<file path="src/hw/rtl/rcd_pkg.sv">
// Shared types and constants of the response chunk deframer.
`default_nettype none
package rcd_pkg;

    localparam int PAYLOAD_TRIPLETS_DEF = 16;
    localparam int HEADER_MIN_DEF       = 6;
    localparam int HDR_BYTES            = 6;
    localparam int EVT_DEPTH            = 2;

    localparam logic [7:0] HDR_SYNC0   = 8'h20;
    localparam logic [7:0] HDR_SYNC1   = 8'hA2;
    localparam logic [7:0] RC_TIMEOUT  = 8'h02;
    localparam logic [7:0] RC_GOOD     = 8'h01;
    localparam logic [7:0] HDR_TYPE    = 8'h05;
    localparam logic [7:0] HDR_VER     = 8'h01;
    localparam logic [7:0] TRIPLET_TAG = 8'h02;

    typedef enum logic [2:0] {
        STS_OK      = 3'd0,
        STS_DONE    = 3'd1,
        STS_SIZE    = 3'd2,
        STS_FORMAT  = 3'd3,
        STS_TIMEOUT = 3'd4,
        STS_RETURN  = 3'd5,
        STS_PAYLOAD = 3'd6
    } t_status;

    // Event handed from the parser to the result side.
    typedef struct packed {
        logic        has_val;
        logic [15:0] word;
        logic        is_end;
        logic        emit;
        t_status     status;
    } t_evt;

    typedef enum logic [1:0] {
        B_IDLE,
        B_READ,
        B_LOAD,
        B_STAT
    } t_bstate;

endpackage
`default_nettype wire

</file>
<file path="src/hw/rtl/response_chunk_deframer_top.sv">
// Response chunk deframer: top level joining parser, event queue and result side.
//
// Bytes of a chunk are taken one per cycle while the two-entry event queue has
// room; the parser checks the header, the length and the payload triplets on
// the fly and hands decoded values and one end-of-chunk event to the result
// side. On the last byte of a chunk with good header and length, the buffered
// values are emitted in arrival order, followed by one status item with
// run_end set; other chunks yield only the status item. The result side
// reads the value buffer through a registered port, so each value passes the
// B_READ and B_LOAD states to reach the output register, and the status item
// then B_STAT; while a chunk end drains, input bytes keep flowing until the event
// queue fills. full rises only while the queue holds two unprocessed events.
`default_nettype none
module response_chunk_deframer_top #(
    parameter int PAYLOAD_TRIPLETS = rcd_pkg::PAYLOAD_TRIPLETS_DEF,
    parameter int HEADER_MIN       = rcd_pkg::HEADER_MIN_DEF
) (
    input  wire logic         i_clk,
    input  wire logic         i_rst_n,
    input  wire logic         push,
    output logic              full,
    input  wire logic [7:0]   i_data_byte,
    input  wire logic         i_last_byte,
    output logic              empty,
    input  wire logic         pop,
    output logic              o_is_status,
    output logic [15:0]       o_value_word,
    output logic [2:0]        o_status_code,
    output logic              o_run_end
);

    rcd_pkg::t_evt  f_evt, q_evt;
    logic           f_push, q_full, q_empty, q_pop;

    rcd_front #(
        .PAYLOAD_TRIPLETS (PAYLOAD_TRIPLETS),
        .HEADER_MIN       (HEADER_MIN)
    ) u_front (
        .i_clk       (i_clk),
        .i_rst_n     (i_rst_n),
        .i_push      (push),
        .i_data_byte (i_data_byte),
        .i_last_byte (i_last_byte),
        .i_q_full    (q_full),
        .o_evt       (f_evt),
        .o_evt_push  (f_push)
    );

    rcd_fifo u_fifo (
        .i_clk   (i_clk),
        .i_rst_n (i_rst_n),
        .i_push  (f_push),
        .i_evt   (f_evt),
        .o_full  (q_full),
        .i_pop   (q_pop),
        .o_evt   (q_evt),
        .o_empty (q_empty)
    );

    rcd_back #(
        .PAYLOAD_TRIPLETS (PAYLOAD_TRIPLETS)
    ) u_back (
        .i_clk         (i_clk),
        .i_rst_n       (i_rst_n),
        .i_evt         (q_evt),
        .i_q_empty     (q_empty),
        .o_q_pop       (q_pop),
        .o_empty       (empty),
        .i_pop         (pop),
        .o_is_status   (o_is_status),
        .o_value_word  (o_value_word),
        .o_status_code (o_status_code),
        .o_run_end     (o_run_end)
    );

    assign full = q_full;

endmodule
`default_nettype wire

</file>
<file path="src/hw/rtl/rcd_front.sv">
// Byte parser: header checks, triplet decoding and end-of-chunk status.
`default_nettype none
module rcd_front #(
    parameter int PAYLOAD_TRIPLETS = rcd_pkg::PAYLOAD_TRIPLETS_DEF,
    parameter int HEADER_MIN       = rcd_pkg::HEADER_MIN_DEF
) (
    input  wire logic         i_clk,
    input  wire logic         i_rst_n,
    input  wire logic         i_push,
    input  wire logic [7:0]   i_data_byte,
    input  wire logic         i_last_byte,
    input  wire logic         i_q_full,
    output rcd_pkg::t_evt     o_evt,
    output logic              o_evt_push
);

    localparam int CHUNK = rcd_pkg::HDR_BYTES + 3 * PAYLOAD_TRIPLETS;
    localparam int POS_W = $clog2(CHUNK + 2);

    logic [POS_W-1:0]  r_pos, n_pos;
    rcd_pkg::t_status  r_herr, n_herr;
    logic              r_endm, n_endm;
    logic [7:0]        r_high, n_high;
    logic              r_bad, n_bad;
    logic [1:0]        r_phase, n_phase;
    logic              acc;
    rcd_pkg::t_evt     evt;

    assign acc = i_push && !i_q_full;

    always_comb begin
        n_pos   = r_pos;
        n_herr  = r_herr;
        n_endm  = r_endm;
        n_high  = r_high;
        n_bad   = r_bad;
        n_phase = r_phase;
        evt     = '0;
        evt.status = rcd_pkg::STS_OK;
        if (acc) begin
            if (r_pos >= POS_W'(CHUNK)) begin
                // overlong chunk: saturate and ignore the byte
                n_pos = POS_W'(CHUNK + 1);
            end else begin
                n_pos = r_pos + 1'b1;
                if (r_pos == POS_W'(0)) begin
                    if (i_data_byte != rcd_pkg::HDR_SYNC0 && r_herr == rcd_pkg::STS_OK)
                        n_herr = rcd_pkg::STS_FORMAT;
                end else if (r_pos == POS_W'(1)) begin
                    if (i_data_byte != rcd_pkg::HDR_SYNC1 && r_herr == rcd_pkg::STS_OK)
                        n_herr = rcd_pkg::STS_FORMAT;
                end else if (r_pos == POS_W'(2)) begin
                    if (r_herr == rcd_pkg::STS_OK) begin
                        if (i_data_byte == rcd_pkg::RC_TIMEOUT)
                            n_herr = rcd_pkg::STS_TIMEOUT;
                        else if (i_data_byte != rcd_pkg::RC_GOOD)
                            n_herr = rcd_pkg::STS_RETURN;
                    end
                end else if (r_pos == POS_W'(3)) begin
                    if (i_data_byte != rcd_pkg::HDR_TYPE && r_herr == rcd_pkg::STS_OK)
                        n_herr = rcd_pkg::STS_FORMAT;
                end else if (r_pos == POS_W'(4)) begin
                    if (i_data_byte != rcd_pkg::HDR_VER && r_herr == rcd_pkg::STS_OK)
                        n_herr = rcd_pkg::STS_FORMAT;
                end else if (r_pos == POS_W'(5)) begin
                    n_endm = (i_data_byte == 8'h00);
                end else begin
                    case (r_phase)
                        2'd0: begin
                            if (i_data_byte != rcd_pkg::TRIPLET_TAG) n_bad = 1'b1;
                            n_phase = 2'd1;
                        end
                        2'd1: begin
                            n_high  = i_data_byte;
                            n_phase = 2'd2;
                        end
                        default: begin
                            evt.has_val = !r_bad;
                            evt.word    = {r_high, i_data_byte};
                            n_phase     = 2'd0;
                        end
                    endcase
                end
            end

            if (i_last_byte) begin
                evt.is_end = 1'b1;
                if (n_pos < POS_W'(HEADER_MIN)) begin
                    evt.status = rcd_pkg::STS_SIZE;
                end else if (n_herr != rcd_pkg::STS_OK) begin
                    evt.status = n_herr;
                end else if (n_pos != POS_W'(CHUNK)) begin
                    evt.status = rcd_pkg::STS_FORMAT;
                end else begin
                    evt.emit = 1'b1;
                    if (n_bad)       evt.status = rcd_pkg::STS_PAYLOAD;
                    else if (n_endm) evt.status = rcd_pkg::STS_DONE;
                    else             evt.status = rcd_pkg::STS_OK;
                end
                // clear for the next chunk
                n_pos   = '0;
                n_herr  = rcd_pkg::STS_OK;
                n_endm  = 1'b0;
                n_high  = '0;
                n_bad   = 1'b0;
                n_phase = 2'd0;
            end
        end
    end

    assign o_evt      = evt;
    assign o_evt_push = acc && (evt.has_val || evt.is_end);

    always_ff @(posedge i_clk) begin
        if (!i_rst_n) begin
            r_pos   <= '0;
            r_herr  <= rcd_pkg::STS_OK;
            r_endm  <= 1'b0;
            r_high  <= '0;
            r_bad   <= 1'b0;
            r_phase <= 2'd0;
        end else begin
            r_pos   <= n_pos;
            r_herr  <= n_herr;
            r_endm  <= n_endm;
            r_high  <= n_high;
            r_bad   <= n_bad;
            r_phase <= n_phase;
        end
    end

`ifndef SYNTHESIS
    a_pos_range: assert property (@(posedge i_clk) disable iff (!i_rst_n)
        r_pos <= POS_W'(CHUNK + 1))
        else $error("byte position out of range");
    a_phase_hdr: assert property (@(posedge i_clk) disable iff (!i_rst_n)
        (r_pos < POS_W'(rcd_pkg::HDR_BYTES + 1)) |-> (r_phase == 2'd0))
        else $error("triplet phase moved inside header");
    a_chunk_clear: assert property (@(posedge i_clk) disable iff (!i_rst_n)
        (acc && i_last_byte) |=> (r_pos == '0 && r_herr == rcd_pkg::STS_OK && !r_bad))
        else $error("parser state not cleared after last byte");
`endif

endmodule
`default_nettype wire

</file>
<file path="src/hw/rtl/rcd_fifo.sv">
// Short event queue between the parser and the result side.
`default_nettype none
module rcd_fifo (
    input  wire logic          i_clk,
    input  wire logic          i_rst_n,
    input  wire logic          i_push,
    input  wire rcd_pkg::t_evt i_evt,
    output logic               o_full,
    input  wire logic          i_pop,
    output rcd_pkg::t_evt      o_evt,
    output logic               o_empty
);

    localparam int DEPTH = rcd_pkg::EVT_DEPTH;
    localparam int PTR_W = (DEPTH > 1) ? $clog2(DEPTH) : 1;
    localparam int CNT_W = $clog2(DEPTH + 1);

    rcd_pkg::t_evt     r_mem [DEPTH];
    logic [PTR_W-1:0]  r_wr, r_rd;
    logic [CNT_W-1:0]  r_cnt;
    logic              wr_en, rd_en;

    assign o_full  = (r_cnt == CNT_W'(DEPTH));
    assign o_empty = (r_cnt == '0);
    assign wr_en   = i_push && !o_full;
    assign rd_en   = i_pop && !o_empty;
    assign o_evt   = r_mem[r_rd];

    always_ff @(posedge i_clk) begin
        if (wr_en) r_mem[r_wr] <= i_evt;
    end

    always_ff @(posedge i_clk) begin
        if (!i_rst_n) begin
            r_wr  <= '0;
            r_rd  <= '0;
            r_cnt <= '0;
        end else begin
            if (wr_en) r_wr <= (r_wr == PTR_W'(DEPTH - 1)) ? '0 : r_wr + 1'b1;
            if (rd_en) r_rd <= (r_rd == PTR_W'(DEPTH - 1)) ? '0 : r_rd + 1'b1;
            r_cnt <= r_cnt + CNT_W'(wr_en) - CNT_W'(rd_en);
        end
    end

`ifndef SYNTHESIS
    a_cnt_range: assert property (@(posedge i_clk) disable iff (!i_rst_n)
        r_cnt <= CNT_W'(DEPTH))
        else $error("queue count overflow");
    a_no_drop: assert property (@(posedge i_clk) disable iff (!i_rst_n)
        i_push |-> !o_full)
        else $error("event pushed into full queue");
    a_ptr_gap: assert property (@(posedge i_clk) disable iff (!i_rst_n)
        (r_cnt == '0 || r_cnt == CNT_W'(DEPTH)) |-> (r_wr == r_rd))
        else $error("queue pointers disagree with count");
`endif

endmodule
`default_nettype wire

</file>
<file path="src/hw/rtl/rcd_back.sv">
// Result side: buffers values and drains them with the status at chunk end (status only if the chunk is not emitted).
`default_nettype none
module rcd_back #(
    parameter int PAYLOAD_TRIPLETS = rcd_pkg::PAYLOAD_TRIPLETS_DEF
) (
    input  wire logic          i_clk,
    input  wire logic          i_rst_n,
    input  wire rcd_pkg::t_evt i_evt,
    input  wire logic          i_q_empty,
    output logic               o_q_pop,
    output logic               o_empty,
    input  wire logic          i_pop,
    output logic               o_is_status,
    output logic [15:0]        o_value_word,
    output logic [2:0]         o_status_code,
    output logic               o_run_end
);

    localparam int IDX_W = (PAYLOAD_TRIPLETS > 1) ? $clog2(PAYLOAD_TRIPLETS) : 1;
    localparam int CNT_W = $clog2(PAYLOAD_TRIPLETS + 1);

    logic [15:0]       r_mem [PAYLOAD_TRIPLETS];
    logic [15:0]       r_rd_data;
    logic [CNT_W-1:0]  r_wr_cnt, r_drain_cnt, r_rd_idx;
    rcd_pkg::t_status  r_status;
    rcd_pkg::t_bstate  r_state, n_state;

    logic              r_out_valid;
    logic              r_is_status;
    logic [15:0]       r_word;
    rcd_pkg::t_status  r_code;
    logic              r_run_end;

    logic              out_free, q_take, wr_en, rd_en, load_val, load_stat;
    logic [CNT_W-1:0]  end_cnt;

    assign out_free = !r_out_valid || i_pop;
    assign wr_en    = q_take && i_evt.has_val;
    assign end_cnt  = r_wr_cnt + CNT_W'(i_evt.has_val);

    always_comb begin
        n_state = r_state;
        unique case (r_state)
            rcd_pkg::B_IDLE: begin
                if (!i_q_empty && i_evt.is_end) begin
                    n_state = (i_evt.emit && end_cnt != '0) ? rcd_pkg::B_READ
                                                            : rcd_pkg::B_STAT;
                end
            end
            rcd_pkg::B_READ: n_state = rcd_pkg::B_LOAD;
            rcd_pkg::B_LOAD: begin
                if (out_free) begin
                    n_state = (r_rd_idx + 1'b1 == r_drain_cnt) ? rcd_pkg::B_STAT
                                                               : rcd_pkg::B_READ;
                end
            end
            rcd_pkg::B_STAT: if (out_free) n_state = rcd_pkg::B_IDLE;
            default: n_state = rcd_pkg::B_IDLE;
        endcase
    end

    always_comb begin
        q_take    = 1'b0;
        rd_en     = 1'b0;
        load_val  = 1'b0;
        load_stat = 1'b0;
        unique case (r_state)
            rcd_pkg::B_IDLE: q_take    = !i_q_empty;
            rcd_pkg::B_READ: rd_en     = 1'b1;
            rcd_pkg::B_LOAD: load_val  = out_free;
            rcd_pkg::B_STAT: load_stat = out_free;
            default: ;
        endcase
    end

    assign o_q_pop = q_take;

    always_ff @(posedge i_clk) begin
        if (wr_en) r_mem[r_wr_cnt[IDX_W-1:0]] <= i_evt.word;
    end

    always_ff @(posedge i_clk) begin
        if (rd_en) r_rd_data <= r_mem[r_rd_idx[IDX_W-1:0]];
    end

    always_ff @(posedge i_clk) begin
        if (!i_rst_n) begin
            r_state     <= rcd_pkg::B_IDLE;
            r_wr_cnt    <= '0;
            r_drain_cnt <= '0;
            r_rd_idx    <= '0;
            r_status    <= rcd_pkg::STS_OK;
            r_out_valid <= 1'b0;
        end else begin
            r_state <= n_state;
            if (q_take) begin
                if (i_evt.is_end) begin
                    r_wr_cnt    <= '0;
                    r_drain_cnt <= end_cnt;
                    r_rd_idx    <= '0;
                    r_status    <= i_evt.status;
                end else if (i_evt.has_val) begin
                    r_wr_cnt <= r_wr_cnt + 1'b1;
                end
            end
            if (load_val) r_rd_idx <= r_rd_idx + 1'b1;
            if (load_val || load_stat) r_out_valid <= 1'b1;
            else if (i_pop)            r_out_valid <= 1'b0;
        end
    end

    always_ff @(posedge i_clk) begin
        if (load_val) begin
            r_is_status <= 1'b0;
            r_word      <= r_rd_data;
            r_code      <= rcd_pkg::STS_OK;
            r_run_end   <= 1'b0;
        end else if (load_stat) begin
            r_is_status <= 1'b1;
            r_word      <= '0;
            r_code      <= r_status;
            r_run_end   <= 1'b1;
        end
    end

    assign o_empty       = !r_out_valid;
    assign o_is_status   = r_is_status;
    assign o_value_word  = r_word;
    assign o_status_code = r_code;
    assign o_run_end     = r_run_end;

`ifndef SYNTHESIS
    a_wr_cnt: assert property (@(posedge i_clk) disable iff (!i_rst_n)
        r_wr_cnt <= CNT_W'(PAYLOAD_TRIPLETS))
        else $error("value buffer overfilled");
    a_no_take_busy: assert property (@(posedge i_clk) disable iff (!i_rst_n)
        (r_state != rcd_pkg::B_IDLE) |-> !o_q_pop)
        else $error("event taken while draining");
    a_rd_idx: assert property (@(posedge i_clk) disable iff (!i_rst_n)
        (r_state == rcd_pkg::B_READ || r_state == rcd_pkg::B_LOAD)
            |-> (r_rd_idx < r_drain_cnt))
        else $error("drain index past buffered values");
    a_stat_last: assert property (@(posedge i_clk) disable iff (!i_rst_n)
        load_stat |=> (r_state == rcd_pkg::B_IDLE && r_wr_cnt == '0))
        else $error("status sent with values still pending");
`endif

endmodule
`default_nettype wire
</file>
<file path="config.mk">
export PLATFORM = sky130hd
export DESIGN_NAME = response_chunk_deframer_top
export DESIGN_NICKNAME = d
export VERILOG_FILES = /design/src/hw/rtl/rcd_pkg.sv /design/src/hw/rtl/response_chunk_deframer_top.sv /design/src/hw/rtl/rcd_front.sv /design/src/hw/rtl/rcd_fifo.sv /design/src/hw/rtl/rcd_back.sv
export SDC_FILE = /design/constraint.sdc
export NUM_CORES = 1
export LEC_CHECK = 0
export BUFFER_PORTS_ARGS = -buffer_cell sky130_fd_sc_hd__clkbuf_2
export CELL_PAD_IN_SITES_DETAIL_PLACEMENT = 0
export CELL_PAD_IN_SITES_GLOBAL_PLACEMENT = 1
export CORE_MARGIN = 2
export CORE_UTILIZATION = 27
export CTS_BUF_LIST = sky130_fd_sc_hd__clkbuf_4
export CTS_CLUSTER_SIZE = 12
export DETAILED_ROUTE_END_ITERATION = 8
export HOLD_SLACK_MARGIN = 0.12
export PLACE_DENSITY_LB_ADDON = 0.1
export SYNTH_ARGS = -nofsm -noshare
export SYNTH_HDL_FRONTEND = slang
export SYNTH_HIERARCHICAL = 1
export SYNTH_SLANG_ARGS = --single-unit
</file>
<file path="constraint.sdc">
create_clock -name i_clk -period 5.32 [get_ports i_clk]
set_input_delay 0.266 -clock i_clk [delete_from_list [all_inputs] [get_ports i_clk]]
set_output_delay 0.266 -clock i_clk [all_outputs]
set_load 0.005 [all_outputs]
</file>
==> impl_metrics.toml, run 1 <==
[power]
power_density_mw_per_mm2 = 415
combPwrFrac_pct = 16.0
switching_share_pct = 27.6
peakVddDrop_mv = 0.120
p_switching_uw = 2120
p_int_uw = 5570
finalPower_uw = 7690
power_frac_clock_pct = 35.4
p_leak_uw = 0.00616
pwr-share-seq_pct = 48.6

[worst_setup_path]
cp-start-kind = "register"
criticalPathCategory = "register to register"
ff2ff_setup_slack_ps = 1710
cp.required_ps = 5740
path_max_fanout = 22
arrival_ps = 4030
end_kind = "register"

[route]
vias_per_cell = 4.50
drt.antenna.violating_nets = 0
routed_wl_microns = 41000
drt_first_pass_iters = 4
drt_iter0_markers = 477
drc = 0
wl_per_cell_microns = 20.5
vias = 8961

[grt]
grt_max_degree = 47
grt_pass1_wl_microns = 60800
grt_pass1_vias = 9608
grt_util_all_layers_pct = 13.9
grt_antenna_before_repair = 1
grt.overflow.total = 0

[floorplanning]
die_height_microns = 245
io_pins = 36
design.core.area_sq_mm = 0.0576
die_x_microns = 245
placement_rows = 88
initial_core_util_pct = 27.3
dieArea_sq_mm = 0.0601

[sta]
slew_headroom_pct = 24.7
fin_setup_tns_ps = 0
tightest_slew_ps = 1130
setup_viol = 0
post-route-period-util_pct = 67.8
rsz0062_at_grt = "no"
worst_clock_skew_ps = 44.8
hold_viol_final = 0
min_period_ps = 3610
fmax_mhz = 277
timing.hold.ws_ps = 332
drv_slew = 0

[synth]
yosysWarnings = 6
ys_ff_latch = 383
async_flop_share_pct = 0
syn-num-nets = 1020
yosysTopAreaCell = "edfxtp_1"
yosysUniqueCellTypes = 76
ys_seq_area_share_pct = 70.0
synth_ff_type = "edfxtp_1"
syn_area_sq_mm = 0.0157
synthTopCellsByArea = "edfxtp_1 (63%), dfxtp_1 (6.5%), mux4_2 (4.6%), mux2i_1 (3.3%), mux2_4 (1.9%)"
synth_edf_count = 332
synth_top_area_share_pct = 63.5
synth_area_per_cell_sq_um = 15.8
synth_cells = 994

[clocking]
holdBufCountCts = 31
cts_tree = "built"
cts_resized = 0
post_cts_buffers = 0
root_buffer = "clkbuf_4"
clock_latency_ps = 820
cts.sinks = 383
cts_buffer_depth = 3
numCtsBuffers = 111
path_clk_slew_ps = 60
htreeDepth = 3

[final_layout]
drive_gt1_share_pct = 27.5
final_cell_mix = "edfxtp_1 (332), clkbuf_4 (159), nand2_1 (56)"
multi_input_area_sq_mm = 0.00448
syn2layout_area_growth_pct = 18.0
regArea_sq_mm = 0.0110
nets = 1173
final_common_cell = "edfxtp_1"
fill_cells = 5707

[place]
port_buffers = 35
gp_congestion = 0.707
dp_hpwl_microns = 23400

[worst_hold_path]
hp-class = "primary input to register"

[run]
maxCapViolations = 0

[status]
status = "complete, no violations"
-- area by class of cell --
type / instances / share of cell area (%)
Timing Repair Buffer: 88 / 3.51
Antenna cell: 1 / 0.0135
Tap cell: 765 / 5.16
Sequential cell: 383 / 59.3
Clock buffer: 159 / 6.44
Multi-Input combinational cell: 548 / 24.2
Clock inverter: 34 / 1.08
Inverter: 15 / 0.304
-- worst max-delay path: stages, from the launching register on --
cell	delay, ps
dfxtp_1	390
inv_1	110
ha_1	260
or2_2	360
o21ai_2	170
and2_1	170
and3_1	440
nor2b_1	260
or2_1	140
and3_1	900
-- sequential cells by signal, indices dropped and copies added, names as in the netlist, 6 cells and up, named ones only --
signal / cells
u_back/r_mem: 256
u_fifo/r_mem: 44
u_back/o_value_word: 16
u_back/r_rd_data: 16
u_front/r_high: 8
u_front/r_pos: 6
-- stage by stage --
stage | instance area (sq um) | setup slack (ps) | std cells | utilization, %
2_1_floorplan | 15700 | 1980 | 994 | -
3_3_place_gp | 16800 | 1750 | 1768 | 29.2
3_5_place_dp | 16800 | 1660 | 1768 | 29.2
4_1_cts | 18500 | 1620 | 1992 | 32.2
5_1_grt | 18500 | 1340 | 1993 | 32.2
6_report | 18500 | 1710 | 1993 | 32.2
-- power by group through the flow --
stage	clock network, uW	logic (uW)	registers [uW]
floorplan	0	929	3720
global placement	0	1260	3810
detailed placement	0	1260	3810
CTS	2860	1270	3740
global route	3010	1370	3760
finish	2720	1230	3740
-- final timing paths --
path,start,to,cells past startpoint
worst max register to register,u_front/r_pos[0],u_fifo/r_mem[1][15],9
worst min register to register,u_back/r_status[0],u_back/r_status[0],2
worst min-delay path,pop,u_back/r_out_valid,5
worst max-delay path,u_front/r_pos[0],u_fifo/r_mem[1][15],9
-- layer usage --
metal | wire, microns | track usage [%]
met1 | 18200 | 17.2
met2 | 20400 | 23.4
met3 | 1540 | 2.92
met4 | 881 | 5.72
met5 | 0 | 0
-- kinds of logic (layout without fill, tap and decap cells) --
family / count (synthesis) / in the layout / share of synthesized area, %
muxes: 125 / 125 / 11.3
buffers and inverters: 63 / 296 / 2.07
other: 0 / 1 / 0
xor gates and xnor gates: 16 / 16 / 0.892
and+or+nand+nor: 233 / 233 / 8.00
DFF: 383 / 383 / 70.0
AOI/OAI and AO/OA: 161 / 161 / 6.69
adders and majority gates: 13 / 13 / 1.04
-- synth_stat cells, types with 4 or more instances --
cell type and number:
a211oi_1 5, mux4_2 32, buf_4 6, nor2_1 48, buf_2 16, inv_1 14
nor3_1 11, nand2_1 56, and2_1 40, xnor2_1 6, mux2_4 20, xor2_1 10
buf_6 6, a22oi_1 24, o21ai_0 45, nand3_1 7, a221oi_1 16, nand2b_1 10
mux2_2 22, a21oi_1 38, a21boi_0 5, nor2b_1 18, dfxtp_1 51, and3_1 7
ha_1 13, or3_1 4, mux2i_1 51, clkbuf_1 18, edfxtp_1 332
Power figures use the tool's default switching activity.
==> inputs of run 2 (changes only) <==
clock period = 3.1 ns   (was 5.32 ns; I/O delays follow)
==> impl_metrics.toml, run 2 (synthesis gave the netlist of run 1 again) <==
[power]
switching_share_pct = 27.5
p_switching_uw = 3660
finalPower_uw = 13300
p_int_uw = 9640
power_density_mw_per_mm2 = 707
peakVddDrop_mv = 0.204
combPwrFrac_pct = 17.0
power_frac_clock_pct = 35.4
pwr-share-seq_pct = 47.6
p_leak_uw = 0.00631

[sta]
fin_ws_ps = 262
drv_slew = 0
rsz0062_at_grt = "no"
setup_viol = 0
min_period_ps = 2840
fmax_mhz = 352
slew_headroom_pct = 54.7
tightest_slew_ps = 679
post-route-period-util_pct = 91.5
timing.hold.ws_ps = 337
worst_clock_skew_ps = 90.7
fin_setup_tns_ps = 0
hold_viol_final = 0

[route]
drc = 0
vias = 8959
drt_iter0_markers = 461
wl_per_cell_microns = 19.9
drt_first_pass_iters = 6
vias_per_cell = 4.41
routed_wl_microns = 40500
drt.antenna.violating_nets = 0

[clocking]
post_cts_buffers = 0
path_clk_slew_ps = 60
cts_buffer_depth = 3
numCtsBuffers = 110
htreeDepth = 3
cts_tree = "built"
root_buffer = "clkbuf_4"
cts.sinks = 383
clock_latency_ps = 860

[floorplanning]
dieArea_sq_mm = 0.0601
initial_core_util_pct = 27.3
die_x_microns = 245
io_pins = 36
design.core.area_sq_mm = 0.0576
die_height_microns = 245
placement_rows = 88

[worst_setup_path]
cp-start-kind = "register"
path_max_fanout = 5
cp.required_ps = 3840
criticalPathCategory = "register to register"
arrival_ps = 3570
end_kind = "register"

[grt]
grt_pass1_vias = 9461
grt_antenna_before_repair = 1
grt_max_degree = 45
grt_util_all_layers_pct = 13.7
grt_pass1_wl_microns = 60300
grt.overflow.total = 0

[worst_hold_path]
hp-class = "primary input to register"

[final_layout]
largest-register = "u_back/r_mem"
final_cell_mix = "edfxtp_1 (332), clkbuf_4 (166), nand2_1 (55)"
largest_reg_flops = 256
nets = 1196
syn2layout_area_growth_pct = 19.8
largestRegisters = "u_back/r_mem x256, u_fifo/r_mem x44"
drive_gt1_share_pct = 29.8
finalInstanceArea_sq_mm = 0.0188
final_common_cell = "edfxtp_1"

[run]
maxCapViolations = 0

[place]
gp_congestion = 0.675
dpl-instance-area_sq_mm = 0.0171
dp_hpwl_microns = 25200
place_ws_ps = 54.0
port_buffers = 35

[status]
status = "complete, no violations"
==> run 2: cell count changes in the layout (fill, tap and decap cells not counted), moves of 8 or more <==
cell	change
buf_12	+8
buf_4	+25
clkinv_1	+11
dlygate4sd3_1	-9
==> run 2: metrics by stage <==
stage	cells	utilization [%]
final	2030	32.7
after global routing	2029	32.7
after CTS	2028	32.7
after detailed placement	1801	29.8
after global placement	1801	29.8
after floorplan	994	-
==> run 2: power groups by stage <==
stage                     Combinational (uW)  Sequential (uW)  Clock (uW)
after global placement                  2330             6450           0
after global routing                    2510             6370        5210
after CTS                               2330             6340        4930
after floorplan                         1600             6380           0
after detailed placement                2310             6450           0
final                                   2260             6330        4710
==> run 2: path summary, 6_finish.rpt <==
| path | cells past startpoint | slack, ps | start | endpoint |
|---|---|---|---|---|
| worst max-delay path | 15 | 260 | u_front/r_pos[0] | u_fifo/r_cnt[1] |
| worst min-delay path | 3 | 340 | i_data_byte[5] | u_fifo/r_mem[1][10] |
| worst max register to register | 15 | 260 | u_front/r_pos[0] | u_fifo/r_cnt[1] |
| worst min register to register | 2 | 450 | u_back/o_status_code[0] | u_back/o_status_code[0] |
==> run 2: critical path, stage by stage (launching register included) <==
cell,delay (ps)
dfxtp_2,370
inv_1,100
ha_1,210
or2_2,320
o21ai_2,170
and2_4,170
and3_1,170
nor2b_2,170
or2_1,140
nand2_2,80
ha_1,280
inv_1,30
ha_1,180
xor2_1,150
and2_1,150
nor3_1,110
==> run 2: cell type report <==
class                           instances  area (sq um)
Fill cell                            5725         38800
Sequential cell                       383         11000
Multi-Input combinational cell        548          4450
Clock buffer                          166          1250
Tap cell                              765           957
Timing Repair Buffer                  112           908
Clock inverter                         39           194
Inverter                               15          56.3
Antenna cell                            2          5.00
==> run 2: repair_timing <==
action / in CTS / in global routing
resized for setup: 0 / 5
hold buffers: 22 / 0
hold endpoints to repair: 93 / 0
endpoints found under the setup margin: 0 / 1
==> run 2: routing by layer <==
layer / GRT usage (%) / wire [microns] / vias to the layer above
met5: 0 / 0 / -
met4: 4.32 / 696 / 0
met3: 3.44 / 1680 / 54
met2: 23.5 / 20300 / 175
met1: 16.8 / 17800 / 4447
li1: - / - / 4283
